===== src/cidrpm_pkg.sv =====
`default_nettype none

package cidrpm_pkg;

  localparam int unsigned HeaderLen = 11;
  localparam int unsigned OctetMax  = 255;
  localparam int unsigned PrefixMax = 32;

  localparam logic [7:0] ChBar  = 8'h7C;
  localparam logic [7:0] ChDot  = 8'h2E;
  localparam logic [7:0] ChZero = 8'h30;
  localparam logic [7:0] ChNine = 8'h39;

  // which field of the rule text is being read
  typedef enum logic [1:0] {
    PH_HEADER = 2'd0,
    PH_HOST   = 2'd1,
    PH_NET    = 2'd2,
    PH_PREFIX = 2'd3
  } phase_e;

  // parse state captured on the last byte of a rule
  typedef struct packed {
    logic        ok;
    logic [31:0] host;
    logic [31:0] net;
    logic [7:0]  prefix;
  } snap_t;

  // result of one rule
  typedef struct packed {
    logic        status;
    logic [31:0] host;
    logic [31:0] net;
    logic [5:0]  prefix;
    logic        match;
  } res_t;

  // fixed header text, one character per position
  function automatic logic [7:0] header_char(logic [3:0] pos);
    logic [7:0] ch;
    unique case (pos)
      4'd0:    ch = 8'h49; // I
      4'd1:    ch = 8'h50; // P
      4'd2:    ch = 8'h5F; // _
      4'd3:    ch = 8'h49; // I
      4'd4:    ch = 8'h4E; // N
      4'd5:    ch = 8'h5F; // _
      4'd6:    ch = 8'h43; // C
      4'd7:    ch = 8'h49; // I
      4'd8:    ch = 8'h44; // D
      4'd9:    ch = 8'h52; // R
      4'd10:   ch = ChBar;
      default: ch = 8'h00;
    endcase
    return ch;
  endfunction

endpackage

`default_nettype wire


===== src/cidr_rule_text_parse_match.sv =====
// cidr rule parser: takes a rule text (a fixed eleven-character header ending in a bar,
// then host|network|prefix) one byte per transfer on the slave stream and, for the byte
// marked tlast, gives one result transfer on the master stream. one byte is taken every
// cycle while the slave side is ready; the parse state is a single register stage
// updated from each byte, the last byte's state is captured in a snapshot register,
// and the mask check fills the output register, so a result passes through the
// snapshot and then the output register. the slave side stalls only while both the
// snapshot and the output register hold results that the master side has not taken.
// the next rule may start in the cycle after a last byte. status is 0 for a valid rule;
// an invalid rule gives status 1 with all data fields zero.
`default_nettype none

module cidr_rule_text_parse_match (
  input  wire logic        clk_i,
  input  wire logic        rst_ni,
  // slave stream
  input  wire logic        s_axis_tvalid_i,
  output logic             s_axis_tready_o,
  input  wire logic [7:0]  s_axis_tdata_i,   // [7:0] in_byte
  input  wire logic        s_axis_tlast_i,   // is_last
  // master stream
  output logic             m_axis_tvalid_o,
  input  wire logic        m_axis_tready_i,
  output logic [71:0]      m_axis_tdata_o,   // [31:0] host_addr, [63:32] net_addr,
                                             // [69:64] prefix_len, [70] is_match, [71] zero
  output logic             m_axis_tuser_o    // status_code
);

  // parse state
  cidrpm_pkg::phase_e phase_q, phase_d;
  logic [3:0]  hdr_pos_q, hdr_pos_d;
  logic        err_q, err_d;
  logic [7:0]  acc_q, acc_d;
  logic [1:0]  len_q, len_d;
  logic        lead_q, lead_d;
  logic [1:0]  oct_q, oct_d;
  logic [31:0] host_q, host_d;
  logic [31:0] net_q, net_d;

  // next parse state before the end-of-rule clear
  cidrpm_pkg::phase_e phase_nx;
  logic [3:0]  hdr_pos_nx;
  logic        err_nx;
  logic [7:0]  acc_nx;
  logic [1:0]  len_nx;
  logic        lead_nx;
  logic [1:0]  oct_nx;
  logic [31:0] host_nx;
  logic [31:0] net_nx;

  // snapshot and output stages
  logic               snap_valid_q, snap_valid_d;
  cidrpm_pkg::snap_t  snap_q, snap_d;
  logic               out_valid_q, out_valid_d;
  cidrpm_pkg::res_t   res_q, res_d;
  cidrpm_pkg::res_t   fin_res;

  logic        in_fire;
  logic        out_free;
  logic        snap_adv;
  logic [7:0]  ch;
  logic        is_digit;
  logic [3:0]  dig;
  logic [11:0] dig_val;
  logic [11:0] limit;
  logic        dig_err;

  assign out_free        = !out_valid_q || m_axis_tready_i;
  assign snap_adv        = !snap_valid_q || out_free;
  assign s_axis_tready_o = snap_adv;
  assign in_fire         = s_axis_tvalid_i && s_axis_tready_o;

  assign ch       = s_axis_tdata_i;
  assign is_digit = (ch >= cidrpm_pkg::ChZero) && (ch <= cidrpm_pkg::ChNine);
  assign dig      = ch[3:0];
  // value after taking the digit: acc * 10 + d, by shifts
  assign dig_val  = {1'b0, acc_q, 3'b000} + {3'b000, acc_q, 1'b0} + {8'd0, dig};
  assign limit    = (phase_q == cidrpm_pkg::PH_PREFIX) ? 12'(cidrpm_pkg::PrefixMax)
                                                       : 12'(cidrpm_pkg::OctetMax);
  // a second digit after a leading zero, or a value over the field's limit
  assign dig_err  = ((len_q != 2'd0) && lead_q) || (dig_val > limit);

  // per-byte parse step
  always_comb begin
    phase_nx   = phase_q;
    hdr_pos_nx = hdr_pos_q;
    err_nx     = err_q;
    acc_nx     = acc_q;
    len_nx     = len_q;
    lead_nx    = lead_q;
    oct_nx     = oct_q;
    host_nx    = host_q;
    net_nx     = net_q;

    // once in error, bytes pass without effect until the last one
    if (!err_q) begin
      unique case (phase_q)
        cidrpm_pkg::PH_HEADER: begin
          if (hdr_pos_q >= 4'(cidrpm_pkg::HeaderLen) ||
              ch != cidrpm_pkg::header_char(hdr_pos_q)) begin
            err_nx = 1'b1;
          end else begin
            hdr_pos_nx = hdr_pos_q + 4'd1;
            if (hdr_pos_q == 4'(cidrpm_pkg::HeaderLen - 1)) begin
              phase_nx = cidrpm_pkg::PH_HOST;
            end
          end
        end
        default: begin
          if (is_digit) begin
            if (dig_err) begin
              err_nx = 1'b1;
            end else begin
              acc_nx = dig_val[7:0];
              if (len_q == 2'd0 && dig == 4'd0) begin
                lead_nx = 1'b1;
              end
              if (len_q != 2'd2) begin
                len_nx = len_q + 2'd1;
              end
            end
          end else if (phase_q == cidrpm_pkg::PH_PREFIX) begin
            // only digits may follow the last bar
            err_nx = 1'b1;
          end else if (ch == cidrpm_pkg::ChDot) begin
            if (len_q == 2'd0 || oct_q == 2'd3) begin
              err_nx = 1'b1;
            end else begin
              if (phase_q == cidrpm_pkg::PH_HOST) begin
                host_nx = {host_q[23:0], acc_q};
              end else begin
                net_nx = {net_q[23:0], acc_q};
              end
              acc_nx  = 8'd0;
              len_nx  = 2'd0;
              lead_nx = 1'b0;
              oct_nx  = oct_q + 2'd1;
            end
          end else if (ch == cidrpm_pkg::ChBar) begin
            if (len_q == 2'd0 || oct_q != 2'd3) begin
              err_nx = 1'b1;
            end else begin
              if (phase_q == cidrpm_pkg::PH_HOST) begin
                host_nx  = {host_q[23:0], acc_q};
                phase_nx = cidrpm_pkg::PH_NET;
              end else begin
                net_nx   = {net_q[23:0], acc_q};
                phase_nx = cidrpm_pkg::PH_PREFIX;
              end
              acc_nx  = 8'd0;
              len_nx  = 2'd0;
              lead_nx = 1'b0;
              oct_nx  = 2'd0;
            end
          end else begin
            // stray character, nul included
            err_nx = 1'b1;
          end
        end
      endcase
    end
  end

  // state register update, snapshot capture and output stage
  always_comb begin
    phase_d   = phase_q;
    hdr_pos_d = hdr_pos_q;
    err_d     = err_q;
    acc_d     = acc_q;
    len_d     = len_q;
    lead_d    = lead_q;
    oct_d     = oct_q;
    host_d    = host_q;
    net_d     = net_q;

    snap_valid_d = snap_valid_q;
    snap_d       = snap_q;
    out_valid_d  = out_valid_q;
    res_d        = res_q;

    if (in_fire) begin
      if (s_axis_tlast_i) begin
        // rule ends here: everything returns to its reset value
        phase_d   = cidrpm_pkg::PH_HEADER;
        hdr_pos_d = 4'd0;
        err_d     = 1'b0;
        acc_d     = 8'd0;
        len_d     = 2'd0;
        lead_d    = 1'b0;
        oct_d     = 2'd0;
        host_d    = 32'd0;
        net_d     = 32'd0;
      end else begin
        phase_d   = phase_nx;
        hdr_pos_d = hdr_pos_nx;
        err_d     = err_nx;
        acc_d     = acc_nx;
        len_d     = len_nx;
        lead_d    = lead_nx;
        oct_d     = oct_nx;
        host_d    = host_nx;
        net_d     = net_nx;
      end
    end

    if (snap_adv) begin
      snap_valid_d = in_fire && s_axis_tlast_i;
      snap_d.ok    = !err_nx && (phase_nx == cidrpm_pkg::PH_PREFIX) && (len_nx != 2'd0);
      snap_d.host  = host_nx;
      snap_d.net   = net_nx;
      snap_d.prefix = acc_nx;
    end

    if (out_free) begin
      out_valid_d = snap_valid_q;
      res_d       = fin_res;
    end
  end

  cidrpm_finish u_finish (
    .snap_i (snap_q),
    .res_o  (fin_res)
  );

  always_ff @(posedge clk_i or negedge rst_ni) begin
    if (!rst_ni) begin
      phase_q      <= cidrpm_pkg::PH_HEADER;
      hdr_pos_q    <= 4'd0;
      err_q        <= 1'b0;
      acc_q        <= 8'd0;
      len_q        <= 2'd0;
      lead_q       <= 1'b0;
      oct_q        <= 2'd0;
      host_q       <= 32'd0;
      net_q        <= 32'd0;
      snap_valid_q <= 1'b0;
      out_valid_q  <= 1'b0;
    end else begin
      phase_q      <= phase_d;
      hdr_pos_q    <= hdr_pos_d;
      err_q        <= err_d;
      acc_q        <= acc_d;
      len_q        <= len_d;
      lead_q       <= lead_d;
      oct_q        <= oct_d;
      host_q       <= host_d;
      net_q        <= net_d;
      snap_valid_q <= snap_valid_d;
      out_valid_q  <= out_valid_d;
    end
  end

  // payload registers, no reset
  always_ff @(posedge clk_i) begin
    snap_q <= snap_d;
    res_q  <= res_d;
  end

  assign m_axis_tvalid_o = out_valid_q;
  assign m_axis_tuser_o  = res_q.status;
  assign m_axis_tdata_o  = {1'b0, res_q.match, res_q.prefix, res_q.net, res_q.host};

  // a valid result never carries a prefix over 32
  a_prefix_range: assert property (@(posedge clk_i) disable iff (!rst_ni)
    (m_axis_tvalid_o && !m_axis_tuser_o) |-> (m_axis_tdata_o[69:64] <= 6'd32))
    else $error("valid result with prefix over 32");

  // an invalid rule gives all data fields zero
  a_err_zero: assert property (@(posedge clk_i) disable iff (!rst_ni)
    (m_axis_tvalid_o && m_axis_tuser_o) |-> (m_axis_tdata_o == 72'd0))
    else $error("error result with non-zero data");

  // an empty component holds no value and no leading-zero mark
  a_empty_comp: assert property (@(posedge clk_i) disable iff (!rst_ni)
    (len_q == 2'd0) |-> (acc_q == 8'd0 && !lead_q))
    else $error("empty component with stale value");

  // the header phase has no octets collected yet
  a_header_clean: assert property (@(posedge clk_i) disable iff (!rst_ni)
    (phase_q == cidrpm_pkg::PH_HEADER) |-> (oct_q == 2'd0 && host_q == 32'd0))
    else $error("octet state outside address fields");

endmodule

`default_nettype wire


===== src/cidrpm_finish.sv =====
`default_nettype none

// prefix mask, network canonical check and host match
module cidrpm_finish (
  input  cidrpm_pkg::snap_t snap_i,
  output cidrpm_pkg::res_t  res_o
);

  logic [31:0] mask;
  logic [5:0]  shamt;
  logic        prefix_ok;
  logic        ok;

  always_comb begin
    prefix_ok = snap_i.prefix <= 8'(cidrpm_pkg::PrefixMax);
    shamt     = 6'(cidrpm_pkg::PrefixMax) - snap_i.prefix[5:0];
    if (!prefix_ok || snap_i.prefix == 8'd0) begin
      mask = 32'd0;
    end else begin
      mask = 32'hFFFF_FFFF << shamt;
    end
    ok = snap_i.ok && prefix_ok && ((snap_i.net & ~mask) == 32'd0);

    if (ok) begin
      res_o.status = 1'b0;
      res_o.host   = snap_i.host;
      res_o.net    = snap_i.net;
      res_o.prefix = snap_i.prefix[5:0];
      res_o.match  = (snap_i.host & mask) == snap_i.net;
    end else begin
      res_o.status = 1'b1;
      res_o.host   = 32'd0;
      res_o.net    = 32'd0;
      res_o.prefix = 6'd0;
      res_o.match  = 1'b0;
    end
  end

endmodule

`default_nettype wire


===== config.mk =====
export PLATFORM = sky130hd
export DESIGN_NAME = cidr_rule_text_parse_match
export DESIGN_NICKNAME = d
export VERILOG_FILES = /design/src/cidrpm_pkg.sv /design/src/cidr_rule_text_parse_match.sv /design/src/cidrpm_finish.sv
export SDC_FILE = /design/constraint.sdc
export NUM_CORES = 1
export LEC_CHECK = 0
export ABC_AREA = 1
export BUFFER_PORTS_ARGS = -buffer_cell sky130_fd_sc_hd__buf_2
export CAP_MARGIN = 20
export CORE_ASPECT_RATIO = 1.5
export CORE_MARGIN = 3
export CORE_UTILIZATION = 65
export CTS_BUF_LIST = sky130_fd_sc_hd__clkbuf_8
export DETAILED_ROUTE_END_ITERATION = 10
export GPL_TIMING_DRIVEN = 1
export PLACE_DENSITY = 0.88
export SLEW_MARGIN = 20
export SYNTH_ARGS = -nofsm -noshare
export SYNTH_HDL_FRONTEND = slang
export SYNTH_SLANG_ARGS = --single-unit

===== constraint.sdc =====
create_clock -name clk_i -period 10.2 [get_ports clk_i]
set_input_delay 2.04 -clock clk_i [delete_from_list [all_inputs] [get_ports clk_i]]
set_output_delay 2.04 -clock clk_i [all_outputs]
set_load 0.01 [all_outputs]

==> impl_metrics.toml <==
[timing]
worst_pin_slew_ps = 1005
relSlewSlack_pct = 33.03
drv_slew = 0
period_share_pct = 48.03
hold_ws_ps = 512.2
rsz0062_at_grt = "false"
skew_ps = 24.34
timing.final.hold_violations = 0
tns_ps = 0
max_freq_mhz = 204.1
setup_viol = 0
fin_crit_ps = 4900

[setup_path]
critical_path.cell_chain = "buf_2, inv_1, fa_1, inv_1, ha_1, nand3_1, nand2_1, nand2_1, nand3_1, xor2_1, ha_1, nand2_1, nor2_1, nand2_1, nand2_1, inv_1, nand2_1, nand2_1, nand3_1, nand2_1, or2_2, nand2_1, nor2_1"
end_kind = "flop"
path_max_fanout = 8
path_class = "in -> reg"
cp_slowest_cell = "fa_1"
worst_ep_required_time_ps = 10520
startpoint_type = "primary input"
critPathMaxStageDelay_ps = 530
crit_arrival_ps = 5220
crit_path_frequent_cell = "nand2_1"
reg2reg_depth = 19

[floorplan]
die_height_um = 174.6
core_area_um2 = 18550
die_width_um = 118.4
die_area_um2 = 20670
rows = 61
start_util_pct = 66.42
ios = 88

[synthesis]
netlist_instances = 1347
postSynthAreaPerCell_um2 = 9.145
ys_ff_latch = 231
synth_edf_count = 145
yosysWarnings = 0
async_reset_ff_share_pct = 37.23
netlist-cell-type-count = 40
synth_nets = 1398
synth_flop_cell = "edfxtp_1"
syn-cell-area_um2 = 12320
ys_seq_area_share_pct = 52.82

[layout]
layout_common_cells = "312 x nand2_1, 212 x inv_1, 145 x edfxtp_1"
layout-area-overhead-vs-synth_pct = 9.335
drive_above_1_share_pct = 15.53
diodes = 0
fillers = 1361
fin_util_pct = 72.62
nets = 1482
final_common_cell = "nand2_1"

[clock_network]
ctsResizeCount = 0
clk_pin_slew_worst_paths_ps = 70
cts_buffers = 30
holdBufCountCts = 0
clock_latency_ps = 570
htree_levels = 1
postCtsSetupBuffers = 0
cts_sinks = 231
cts_tree = "yes"
clock_path_buffers = 3
clock-root-buffer = "clkbuf_8"

[detailed_routing]
drtIter0Drc = 914
dr.pass1.iters = 6
wl_um = 29890
ant_nets = 0
num_vias = 9586
drc = 0
wire_per_inst_um = 17.51
via_per_inst = 5.616

[pwr]
switching_power_mw = 0.5220
p_clk_share_pct = 33.8
comb_power_share_pct = 11.7
p_per_area_nw_per_um2 = 144.3
seqPwrFrac_pct = 54.5
peakVddDrop_uv = 87.42
internal-power_mw = 1.421
power.leakage_nw = 5.936
p_total_mw = 1.943
power.share.switching_pct = 26.87

[run_status]
status = "finished clean"

[hold_path]
min_path_cells = 1
hold_path.class = "reg -> reg"

[placement]
portBuffers = 86
gp_congestion = 1.005
dp_hpwl_um = 22310

[job]
max_cap_violations = 0

[grt]
grt_use_total_pct = 29.44
grt_max_degree = 80
grt_pass1_wl_um = 48220
antenna_found_initial = 0
grt-ovfl-total = 0
grt_pass1_vias = 9496
[cells in the mapped netlist, types with 3 or more instances]
master / count / area share, %
o21ai_1: 8 / 0.33
nor3_1: 9 / 0.37
nand4_1: 28 / 1.4
nor2_1: 93 / 2.8
xor2_1: 14 / 1.0
edfxtp_1: 145 / 35
o21ai_0: 126 / 5.1
a22o_1: 16 / 1.1
ha_1: 36 / 3.7
nor2_2: 14 / 0.71
buf_6: 3 / 0.27
buf_12: 6 / 0.98
a21oi_1: 40 / 1.6
inv_1: 202 / 6.2
inv_2: 4 / 0.12
buf_1: 3 / 0.091
nand2_1: 313 / 9.5
nand3_1: 84 / 3.4
buf_2: 6 / 0.24
nor2_4: 61 / 5.6
dfrtp_1: 86 / 17
clkbuf_1: 24 / 0.73
[kinds of logic after synthesis]
group,Yosys count,share of synthesized area (%)
and+or+nand+nor,615,24.80
DFF,231,52.82
other,1,0.03044
buffers and inverters,251,8.766
AOI/OAI and AO/OA,197,8.603
adders and majority gates,38,3.982
xor gates and xnor gates,14,0.9954
[power groups by stage]
stage | logic, mW | clock network (mW) | registers (mW)
2_1_floorplan | 0.142 | 0 | 1.09
3_3_place_gp | 0.222 | 0 | 1.08
3_5_place_dp | 0.225 | 0 | 1.08
4_1_cts | 0.226 | 0.662 | 1.06
5_1_grt | 0.253 | 0.699 | 1.06
6_report | 0.228 | 0.656 | 1.06
[layer usage]
| metal | wire length (µm) | share of wire [%] | global-route usage (%) |
|---|---|---|---|
| met1 | 10650 | 36 | 33.93 |
| met2 | 15400 | 52 | 52.73 |
| met3 | 1707 | 5.7 | 2.882 |
| met4 | 2132 | 7.1 | 18.08 |
| met5 | 0 | 0 | 0 |
[path summary, 6_finish.rpt]
path,start,slack [ps],end
min in group asynchronous,rst_ni,1300,net_q[26]$_DFFE_PN0P_
setup reg to reg,snap_q[0]$_DFFE_PN_,5610,m_axis_tdata_o[64]$_SDFFCE_PN0P_
hold / removal,net_q[26]$_DFFE_PN0P_,510,net_q[26]$_DFFE_PN0P_
max in group asynchronous,rst_ni,8040,acc_q[3]$_DFFE_PN0P_
hold reg to reg,net_q[26]$_DFFE_PN0P_,510,net_q[26]$_DFFE_PN0P_
setup / recovery,s_axis_tdata_i[3],5300,snap_q[72]$_DFFE_PN_
[registers in the layout, indices dropped and copies added (netlist names), 2 cells and up]
signal,count
m_axis_tdata_o,71
acc_q,8
oct_q,2
hdr_pos_q,4
len_q,2
phase_q,2
snap_q,73
net_q,32
host_q,32
[per-stage QoR]
stage | area [µm²] | std cells | setup slack (ps)
after floorplan | 12320 | 1347 | 4312
after global placement | 12860 | 1650 | 4802
after detailed placement | 12860 | 1650 | 4751
after CTS | 13440 | 1706 | 5339
after global routing | 13470 | 1707 | 4953
final | 13470 | 1707 | 5300
[area by class of cell]
type	count	area [µm²]	area share (%)
inverters	207	782.0	5.806
well taps	252	315.3	2.341
multi-input cells	865	4755	35.30
repair buffers	96	528.0	3.920
clock buffers	33	454.2	3.372
clock inverters	23	127.6	0.9476
flip-flops and latches	231	6506	48.31
[worst max-delay path, delay by kind of cell]
kind / cells / cell delay [ps]
buffers and inverters: 4 / 310
adders and majority gates: 3 / 1100
and+or+nand+nor: 15 / 1580
xor gates and xnor gates: 1 / 170
Power figures use the tool's default switching activity.
